### src/rtl/jse_pkg.sv
package jse_pkg;

	// default depth of the job queue between front and back
	localparam int JSE_QDEPTH = 4;

	localparam logic [1:0] MODE_UTF8   = 2'd0;
	localparam logic [1:0] MODE_LATIN1 = 2'd1;
	localparam logic [1:0] MODE_UTF16  = 2'd2;

	localparam logic [7:0] CH_BSLASH = 8'h5C;
	localparam logic [7:0] CH_U      = 8'h75;

	// length of a backslash-u escape in bytes
	localparam logic [3:0] UESC_LEN = 4'd6;

	typedef enum logic [1:0] {
		MK_NONE,
		MK_ESC2,
		MK_UESC,
		MK_UTF
	} main_kind_t;

	// one classified input item: optional escape of a held lead, then main part
	typedef struct packed {
		logic        pre_esc;
		logic [15:0] pre_val;
		main_kind_t  kind;
		logic [20:0] main_val;
		logic [2:0]  utf_len;
		logic        last;
	} job_t;

	typedef struct packed {
		logic full;
		logic empty;
	} q_stat_t;

	function automatic logic [7:0] hex_digit(input logic [3:0] v);
		return (v < 4'd10) ? (8'h30 + {4'b0, v}) : (8'h37 + {4'b0, v});
	endfunction

	function automatic logic [7:0] uesc_byte(input logic [15:0] val, input logic [2:0] k);
		logic [7:0] b;
		case (k)
			3'd0: b = CH_BSLASH;
			3'd1: b = CH_U;
			3'd2: b = hex_digit(val[15:12]);
			3'd3: b = hex_digit(val[11:8]);
			3'd4: b = hex_digit(val[7:4]);
			3'd5: b = hex_digit(val[3:0]);
			default: b = 8'h00;
		endcase
		return b;
	endfunction

	function automatic logic [7:0] utf_byte(input logic [20:0] cp, input logic [2:0] len,
			input logic [1:0] k);
		logic [7:0] b;
		b = 8'h00;
		case (len)
			3'd1: b = cp[7:0];
			3'd2: b = (k == 2'd0) ? {3'b110, cp[10:6]} : {2'b10, cp[5:0]};
			3'd3: begin
				case (k)
					2'd0: b = {4'b1110, cp[15:12]};
					2'd1: b = {2'b10, cp[11:6]};
					default: b = {2'b10, cp[5:0]};
				endcase
			end
			3'd4: begin
				case (k)
					2'd0: b = {5'b11110, cp[20:18]};
					2'd1: b = {2'b10, cp[17:12]};
					2'd2: b = {2'b10, cp[11:6]};
					default: b = {2'b10, cp[5:0]};
				endcase
			end
			default: b = 8'h00;
		endcase
		return b;
	endfunction

	// sort a code point into short escape, \u escape or UTF-8 of 1..4 bytes
	function automatic job_t classify_cp(input logic [20:0] cp);
		job_t j;
		j = '0;
		j.main_val = cp;
		case (cp)
			21'h22: begin j.kind = MK_ESC2; j.main_val = 21'h22; end
			21'h5C: begin j.kind = MK_ESC2; j.main_val = 21'h5C; end
			21'h2F: begin j.kind = MK_ESC2; j.main_val = 21'h2F; end
			21'h08: begin j.kind = MK_ESC2; j.main_val = 21'h62; end
			21'h0C: begin j.kind = MK_ESC2; j.main_val = 21'h66; end
			21'h0A: begin j.kind = MK_ESC2; j.main_val = 21'h6E; end
			21'h0D: begin j.kind = MK_ESC2; j.main_val = 21'h72; end
			21'h09: begin j.kind = MK_ESC2; j.main_val = 21'h74; end
			default: begin
				if (cp < 21'h20) begin
					j.kind = MK_UESC;
				end else if (cp <= 21'h7F) begin
					j.kind = MK_UTF;
					j.utf_len = 3'd1;
				end else if (cp <= 21'h7FF) begin
					j.kind = MK_UTF;
					j.utf_len = 3'd2;
				end else if (cp <= 21'hFFFF) begin
					j.kind = MK_UTF;
					j.utf_len = 3'd3;
				end else begin
					j.kind = MK_UTF;
					j.utf_len = 3'd4;
				end
			end
		endcase
		return j;
	endfunction

	function automatic logic [3:0] main_len(input job_t j);
		logic [3:0] n;
		case (j.kind)
			MK_ESC2: n = 4'd2;
			MK_UESC: n = UESC_LEN;
			MK_UTF:  n = {1'b0, j.utf_len};
			default: n = 4'd0;
		endcase
		return n;
	endfunction

endpackage

### src/rtl/json_string_escape_encoder.sv
// Channel  Signals                                 Direction  Handshake
// input    char_unit[15:0], last_unit              in         in_valid / in_ready
// output   out_byte[7:0], run_last, string_end     out        out_valid / out_ready
// config   cfg_wdata[1:0] (input_mode)             in         cfg_we, no wait
//
// One output byte per cycle from the back end while jobs wait and out_ready allows;
// an item expands to 1 to 12 bytes (none for a held lead surrogate), so plain ASCII
// flows at one transaction per cycle when unstalled. The byte sequencer is the limit.
// The front classifies in the accept cycle; the queue entry and output register follow.
// Reset (arst_n low) clears mode to UTF-16, drops any held lead, empties the queue.
// Input stalls only when the job queue is full; output stalls back up the queue.
module json_string_escape_encoder #(
	parameter int QDEPTH = jse_pkg::JSE_QDEPTH
) (
	input  logic        clk,
	input  logic        arst_n,
	input  logic        cfg_we,
	input  logic [1:0]  cfg_wdata,
	input  logic        in_valid,
	output logic        in_ready,
	input  logic [15:0] char_unit,
	input  logic        last_unit,
	output logic        out_valid,
	input  logic        out_ready,
	output logic [7:0]  out_byte,
	output logic        run_last,
	output logic        string_end
);
	import jse_pkg::*;

	// front -> queue -> back
	logic    q_push, q_pop;
	job_t    q_in_job, q_head;
	q_stat_t q_stat;

	// front: mode register, surrogate pairing, classification of each unit
	jse_front u_front (
		.clk       (clk),
		.arst_n    (arst_n),
		.cfg_we    (cfg_we),
		.cfg_wdata (cfg_wdata),
		.in_valid  (in_valid),
		.in_ready  (in_ready),
		.char_unit (char_unit),
		.last_unit (last_unit),
		.q_stat    (q_stat),
		.push      (q_push),
		.push_job  (q_in_job)
	);

	// short job queue so front and back stall independently
	jse_queue #(
		.DEPTH (QDEPTH)
	) u_queue (
		.clk      (clk),
		.arst_n   (arst_n),
		.push     (q_push),
		.push_job (q_in_job),
		.pop      (q_pop),
		.head     (q_head),
		.stat     (q_stat)
	);

	// back: walks each job one byte per cycle, when not stalled, into the output register
	jse_back u_back (
		.clk        (clk),
		.arst_n     (arst_n),
		.head       (q_head),
		.q_stat     (q_stat),
		.pop        (q_pop),
		.out_valid  (out_valid),
		.out_ready  (out_ready),
		.out_byte   (out_byte),
		.run_last   (run_last),
		.string_end (string_end)
	);

`ifndef SYNTH
	a_q_state: assert property (@(posedge clk) disable iff (!arst_n)
		!(q_stat.full && q_stat.empty))
		else $error("queue both full and empty");

	a_no_push_full: assert property (@(posedge clk) disable iff (!arst_n)
		q_push |-> !q_stat.full)
		else $error("push into full queue");

	a_no_pop_empty: assert property (@(posedge clk) disable iff (!arst_n)
		q_pop |-> !q_stat.empty)
		else $error("pop from empty queue");

	a_end_on_run_last: assert property (@(posedge clk) disable iff (!arst_n)
		(out_valid && string_end) |-> run_last)
		else $error("string_end without run_last");
`endif

endmodule

### src/rtl/jse_front.sv
module jse_front (
	input  logic             clk,
	input  logic             arst_n,
	input  logic             cfg_we,
	input  logic [1:0]       cfg_wdata,
	input  logic             in_valid,
	output logic             in_ready,
	input  logic [15:0]      char_unit,
	input  logic             last_unit,
	input  jse_pkg::q_stat_t q_stat,
	output logic             push,
	output jse_pkg::job_t    push_job
);
	import jse_pkg::*;

	logic [1:0]  mode_q;
	logic [15:0] held_lead_q;
	logic        lead_pending_q;

	logic is_lead, is_trail, accept, hold_next;
	job_t job;

	assign is_lead  = (char_unit[15:10] == 6'b110110);
	assign is_trail = (char_unit[15:10] == 6'b110111);
	assign in_ready = !q_stat.full;
	assign accept   = in_valid && in_ready;

	always_comb begin
		job = '0;
		hold_next = 1'b0;
		if (mode_q == MODE_UTF8 || mode_q == MODE_LATIN1) begin
			if (mode_q == MODE_UTF8 && char_unit[7]) begin
				// raw high byte, copied as is
				job.kind = MK_UTF;
				job.main_val = {13'b0, char_unit[7:0]};
				job.utf_len = 3'd1;
			end else begin
				job = classify_cp({13'b0, char_unit[7:0]});
			end
			job.pre_esc = lead_pending_q;
		end else if (lead_pending_q && is_trail) begin
			job = classify_cp(21'h10000 + {1'b0, held_lead_q[9:0], char_unit[9:0]});
		end else begin
			if (is_trail) begin
				job.kind = MK_UESC;
				job.main_val = {5'b0, char_unit};
			end else if (is_lead) begin
				if (last_unit) begin
					job.kind = MK_UESC;
					job.main_val = {5'b0, char_unit};
				end else begin
					hold_next = 1'b1;
				end
			end else begin
				job = classify_cp({5'b0, char_unit});
			end
			job.pre_esc = lead_pending_q;
		end
		job.pre_val = held_lead_q;
		job.last = last_unit;
	end

	assign push     = accept && (job.pre_esc || job.kind != MK_NONE);
	assign push_job = job;

	always_ff @(posedge clk or negedge arst_n) begin
		if (!arst_n) begin
			mode_q <= MODE_UTF16;
			held_lead_q <= 16'h0000;
			lead_pending_q <= 1'b0;
		end else begin
			if (cfg_we) begin
				mode_q <= cfg_wdata;
			end
			if (accept) begin
				lead_pending_q <= hold_next;
				held_lead_q <= hold_next ? char_unit : 16'h0000;
			end
		end
	end

endmodule

### src/rtl/jse_queue.sv
module jse_queue #(
	parameter int DEPTH = jse_pkg::JSE_QDEPTH
) (
	input  logic             clk,
	input  logic             arst_n,
	input  logic             push,
	input  jse_pkg::job_t    push_job,
	input  logic             pop,
	output jse_pkg::job_t    head,
	output jse_pkg::q_stat_t stat
);
	import jse_pkg::*;

	localparam int PW = $clog2(DEPTH);
	localparam int CW = $clog2(DEPTH + 1);

	job_t          mem_q [DEPTH];
	logic [PW-1:0] wr_ptr_q, rd_ptr_q;
	logic [CW-1:0] count_q;

	function automatic logic [PW-1:0] bump(input logic [PW-1:0] p);
		return (p == PW'(DEPTH - 1)) ? '0 : p + 1'b1;
	endfunction

	assign head       = mem_q[rd_ptr_q];
	assign stat.full  = (count_q == CW'(DEPTH));
	assign stat.empty = (count_q == '0);

	always_ff @(posedge clk) begin
		if (push) begin
			mem_q[wr_ptr_q] <= push_job;
		end
	end

	always_ff @(posedge clk or negedge arst_n) begin
		if (!arst_n) begin
			wr_ptr_q <= '0;
			rd_ptr_q <= '0;
			count_q <= '0;
		end else begin
			if (push) begin
				wr_ptr_q <= bump(wr_ptr_q);
			end
			if (pop) begin
				rd_ptr_q <= bump(rd_ptr_q);
			end
			case ({push, pop})
				2'b10:   count_q <= count_q + 1'b1;
				2'b01:   count_q <= count_q - 1'b1;
				default: count_q <= count_q;
			endcase
		end
	end

endmodule

### src/rtl/jse_back.sv
module jse_back (
	input  logic             clk,
	input  logic             arst_n,
	input  jse_pkg::job_t    head,
	input  jse_pkg::q_stat_t q_stat,
	output logic             pop,
	output logic             out_valid,
	input  logic             out_ready,
	output logic [7:0]       out_byte,
	output logic             run_last,
	output logic             string_end
);
	import jse_pkg::*;

	logic [3:0] idx_q;
	logic       out_valid_q;
	logic [7:0] out_byte_q;
	logic       run_last_q, string_end_q;

	logic [3:0] pre_len, total, j;
	logic       in_pre, end_byte, load;
	logic [7:0] main_b, byte_d;

	always_comb begin
		pre_len = head.pre_esc ? UESC_LEN : 4'd0;
		total = pre_len + main_len(head);
		in_pre = head.pre_esc && (idx_q < UESC_LEN);
		j = idx_q - pre_len;
		case (head.kind)
			MK_ESC2: main_b = (j == 4'd0) ? CH_BSLASH : head.main_val[7:0];
			MK_UESC: main_b = uesc_byte(head.main_val[15:0], j[2:0]);
			MK_UTF:  main_b = utf_byte(head.main_val, head.utf_len, j[1:0]);
			default: main_b = 8'h00;
		endcase
		byte_d = in_pre ? uesc_byte(head.pre_val, idx_q[2:0]) : main_b;
		end_byte = (idx_q == total - 4'd1);
	end

	assign load = !q_stat.empty && (!out_valid_q || out_ready);
	assign pop  = load && end_byte;

	always_ff @(posedge clk or negedge arst_n) begin
		if (!arst_n) begin
			out_valid_q <= 1'b0;
			idx_q <= 4'd0;
		end else begin
			if (load) begin
				out_valid_q <= 1'b1;
				idx_q <= end_byte ? 4'd0 : idx_q + 4'd1;
			end else if (out_ready) begin
				out_valid_q <= 1'b0;
			end
		end
	end

	always_ff @(posedge clk) begin
		if (load) begin
			out_byte_q <= byte_d;
			run_last_q <= end_byte;
			string_end_q <= end_byte && head.last;
		end
	end

	assign out_valid  = out_valid_q;
	assign out_byte   = out_byte_q;
	assign run_last   = run_last_q;
	assign string_end = string_end_q;

endmodule

### config.mk
export PLATFORM = sky130hd
export DESIGN_NAME = json_string_escape_encoder
export DESIGN_NICKNAME = d
export VERILOG_FILES = /design/src/rtl/jse_pkg.sv /design/src/rtl/json_string_escape_encoder.sv /design/src/rtl/jse_front.sv /design/src/rtl/jse_queue.sv /design/src/rtl/jse_back.sv
export SDC_FILE = /design/constraint.sdc
export NUM_CORES = 1
export LEC_CHECK = 0
export BUFFER_PORTS_ARGS = -buffer_cell sky130_fd_sc_hd__buf_2
export CAP_MARGIN = 20
export CELL_PAD_IN_SITES_DETAIL_PLACEMENT = 2
export CELL_PAD_IN_SITES_GLOBAL_PLACEMENT = 2
export CORE_MARGIN = 1
export CORE_UTILIZATION = 44
export CTS_CLUSTER_SIZE = 25
export DETAILED_ROUTE_END_ITERATION = 10
export GPL_TIMING_DRIVEN = 0
export HOLD_SLACK_MARGIN = 0.08
export PLACE_DENSITY = 0.84
export RECOVER_POWER = 100
export SLEW_MARGIN = 30
export SYNTH_ARGS = -nofsm -noshare
export SYNTH_HDL_FRONTEND = slang
export SYNTH_SLANG_ARGS = --single-unit
### constraint.sdc
create_clock -name clk -period 5.95 [get_ports clk]
set_input_delay 1.19 -clock clk [delete_from_list [all_inputs] [get_ports clk]]
set_output_delay 1.19 -clock clk [all_outputs]
set_load 0.01 [all_outputs]
==> out/metrics.yaml <==
run_status:
  status: "finished, violations left"
  violations: "capacitance limit, slew limit"
power:
  peakVddDrop_v: 0.000335
  p_sw_share_pct: 41.9
  power_density_mw_per_mm2: 537
  internal-power_mw: 3.90
  leakagePower_nw: 4.53
  combPwrFrac_pct: 46.7
  p_sw_mw: 2.81
  seq_power_share_pct: 31.9
  clkPwrFrac_pct: 21.4
synthesis:
  synth-seq-area-share_pct: 56.8
  yosysTopAreaCellShare_pct: 49.8
  synth_edf_count: 186
  yosysTopAreaCell: "edfxtp_1"
  syn-num-nets: 932
  synth_cell_type_count: 81
  yosysWarnings: 0
  syn_area_sq_mm: 0.0112
  ys_seq_elements: 217
  synth_ff_type: "edfxtp_1"
  synthTopCellsByArea: "edfxtp_1 (50%), mux4_2 (9.2%), dfrtp_1 (6.7%)"
  synthArstFlopShare_pct: 14.3
  syn_area_per_cell_sq_um: 12.7
  syn_inst: 880
placement:
  post-dp-hpwl_um: 26900
  port_buffers: 30
  gp_congestion: 0.897
  pre_cts_slack_ns: 0.771
grt:
  grt_use_met1_pct: 40.4
  overflow: 0
  grt.total_usage_pct: 30.8
  grt_max_degree: 42
  grtUsageMet2_pct: 53.0
  grt_pass1_wl_um: 59000
  antenna_found_initial: 0
  grt_busiest_layer: "met2"
  grt_pass1_vias: 8875
  grt_use_met3_pct: 4.85
layout:
  nets: 992
  final_common_cell: "edfxtp_1"
  drive_gt1_share_pct: 13.4
  fillCellCount: 2490
  syn2layout_area_growth_pct: 11.5
  antenna_cells: 0
  layout_common_cells: "edfxtp_1 (186), nand2_1 (75), nor2_1 (50)"
  fin_util_pct: 49.8
cts:
  cts_buffers: 24
  cts_root_buf: "clkbuf_16"
  cts_htree_levels: 1
  cts-hold-fix-buffers: 0
  cts_tree: "done"
  clk_pin_slew_ns: 0.06
  cts_max_path_buffers: 3
  clock_latency_ns: 0.57
  cts_resized: 0
  clock_sinks: 217
  postCtsSetupRepairBufs: 0
critical_path:
  reg2reg_to: "u_queue.count_q[2]"
  r2r_start: "u_queue.rd_ptr_q[0]"
  end_kind: "register"
  crit_fanout: 10
  ff2ff_path_depth: 23
  path_class: "reg -> reg"
  r2r_slack_ns: 0.51
  crit_path_start: "u_queue.rd_ptr_q[0]"
  required_ns: 6.43
  crit_path_start_kind: "register"
  cp.arrival_ns: 5.92
timing:
  worst_pin_slew_ns: 2.04
  fin_crit_sh_pct: 91.4
  finalHoldViolCount: 0
  setup_violations: 0
  worst_slack_ns: 0.510
  min_period_ns: 5.44
  finalMaxSlewViolations: 32
  clock_skew_ns: 0.0460
  setup_tns_ns: 0
  rsz0062_at_grt: "false"
  relSlewSlack_pct: -35.7
  max_freq_ghz: 0.184
floorplanning:
  core_sq_mm: 0.0251
  ios: 36
  rows: 58
  die_area_sq_mm: 0.0261
  floorplan.die.height_um: 162
  start_util_pct: 44.6
  die_w_um: 162
drt:
  firstDrtPassIters: 5
  drcViolationCount: 0
  wl_um: 38800
  drt_iter0_markers: 715
  ant_nets: 0
  vias: 8274
  viasPerCell: 6.42
  wl_per_cell_um: 30.1
job:
  max_cap_violations: 1
worst_hold_path:
  hold-path-cell-count: 2
  holdCritPathClass: "reg -> reg"
  hold-path-endpoint: "u_back.out_valid"
  min_from: "u_back.out_valid"
[cell usage after synthesis, types with 5 or more instances]
| cell | instances |
|---|---|
| nor3_1 | 22 |
| a21o_1 | 17 |
| and2_1 | 16 |
| ha_1 | 25 |
| or3_1 | 6 |
| a22oi_1 | 5 |
| o21ai_0 | 33 |
| o31ai_1 | 6 |
| a31oi_1 | 16 |
| and3_1 | 5 |
| clkbuf_1 | 18 |
| a32oi_1 | 5 |
| xnor2_1 | 17 |
| xor2_1 | 8 |
| nand3_1 | 14 |
| o22ai_1 | 6 |
| nand2b_1 | 12 |
| edfxtp_1 | 186 |
| a211oi_1 | 7 |
| buf_1 | 6 |
| nor2_1 | 49 |
| buf_2 | 10 |
| a22o_1 | 17 |
| o211ai_1 | 7 |
| dfrtp_1 | 30 |
| a211o_1 | 6 |
| buf_6 | 5 |
| inv_1 | 48 |
| o21ai_1 | 12 |
| mux4_2 | 46 |
| nand2_1 | 75 |
| a21oi_1 | 46 |
| nor2b_1 | 12 |
[cell families after synthesis]
| family | synth area share (%) |
|---|---|
| buffers and inverters | 3.73 |
| adder cells (fa/ha/maj) | 3.33 |
| AO/OA/AOI/OAI | 13.5 |
| multiplexers | 9.83 |
| AND/OR/NAND/NOR | 10.9 |
| flip-flops | 56.8 |
| XOR/XNOR | 1.95 |
[area by class of cell]
cell class / instances / area [sq um] / share of cell area [%]
Multi-Input combinational cell: 571 / 4420 / 35.3
Inverter: 49 / 184 / 1.47
Clock buffer: 34 / 638 / 5.11
Clock inverter: 10 / 101 / 0.811
Buffer: 43 / 233 / 1.86
Tap cell: 330 / 413 / 3.30
Timing Repair Buffer: 34 / 150 / 1.20
Sequential cell: 217 / 6360 / 50.9
[how the worst max path moves through the flow]
stage,end,slack (ns)
floorplan,u_queue.mem_q[3][0],1.71
global placement,u_queue.mem_q[3][7],0.54
detailed placement,u_queue.count_q[2],0.77
CTS,u_queue.count_q[2],0.72
global route,u_queue.count_q[2],0.22
finish,u_queue.count_q[2],0.51
[metrics by stage]
| stage | instance area [sq um] | power [mW] | hold WS [ns] | instances |
|---|---|---|---|---|
| after global placement | 11800 | 5.05 | 0.477 | 1240 |
| after CTS | 12600 | 6.77 | 0.510 | 1288 |
| final | 12500 | 6.71 | 0.504 | 1288 |
| after global routing | 12500 | 7.03 | 0.537 | 1288 |
| after floorplan | 11200 | 4.20 | 0.459 | 880 |
| after detailed placement | 11900 | 5.30 | 0.491 | 1244 |
[power by group through the flow]
stage          Clock, mW  Sequential [mW]  Combinational [mW]
3_5_place_dp           0             2.15                3.15
2_1_floorplan          0             2.12                2.08
6_report            1.44             2.14                3.13
4_1_cts             1.46             2.13                3.18
5_1_grt             1.50             2.16                3.37
3_3_place_gp           0             2.12                2.93
[layer usage]
metal / share of wire [%] / wire length, um
met4: 2.9 / 1110
met5: 0 / 0
met2: 51 / 19700
met3: 5.0 / 1920
met1: 41 / 16100
[critical path, stage by stage, from the launching register on]
cell	delay (ns)
dfrtp_1	0.41
buf_6	0.18
mux4_2	0.42
clkbuf_1	0.46
nand2_1	0.26
o21ai_0	0.25
ha_1	0.28
inv_1	0.07
ha_1	0.13
inv_1	0.05
fa_1	0.37
xor2_1	0.18
xnor2_1	0.13
nor3_1	0.35
and2_0	0.19
buf_2	0.21
nand2_1	0.23
inv_1	0.15
ha_1	0.21
inv_1	0.08
fa_1	0.38
xor2_1	0.15
nor2_1	0.11
xor2_1	0.15
[registers in the layout, indices dropped and copies added (netlist names)]
name,cells
u_queue.mem_q,176
u_front.held_lead_q,16
u_back.out_byte,8
u_back.idx_q,4
u_queue.count_q,3
u_front.mode_q,2
u_queue.rd_ptr_q,2
u_queue.wr_ptr_q,2
u_back.out_valid,1
u_back.run_last,1
u_back.string_end,1
u_front.lead_pending_q,1
(Power assumes the default switching activity.)
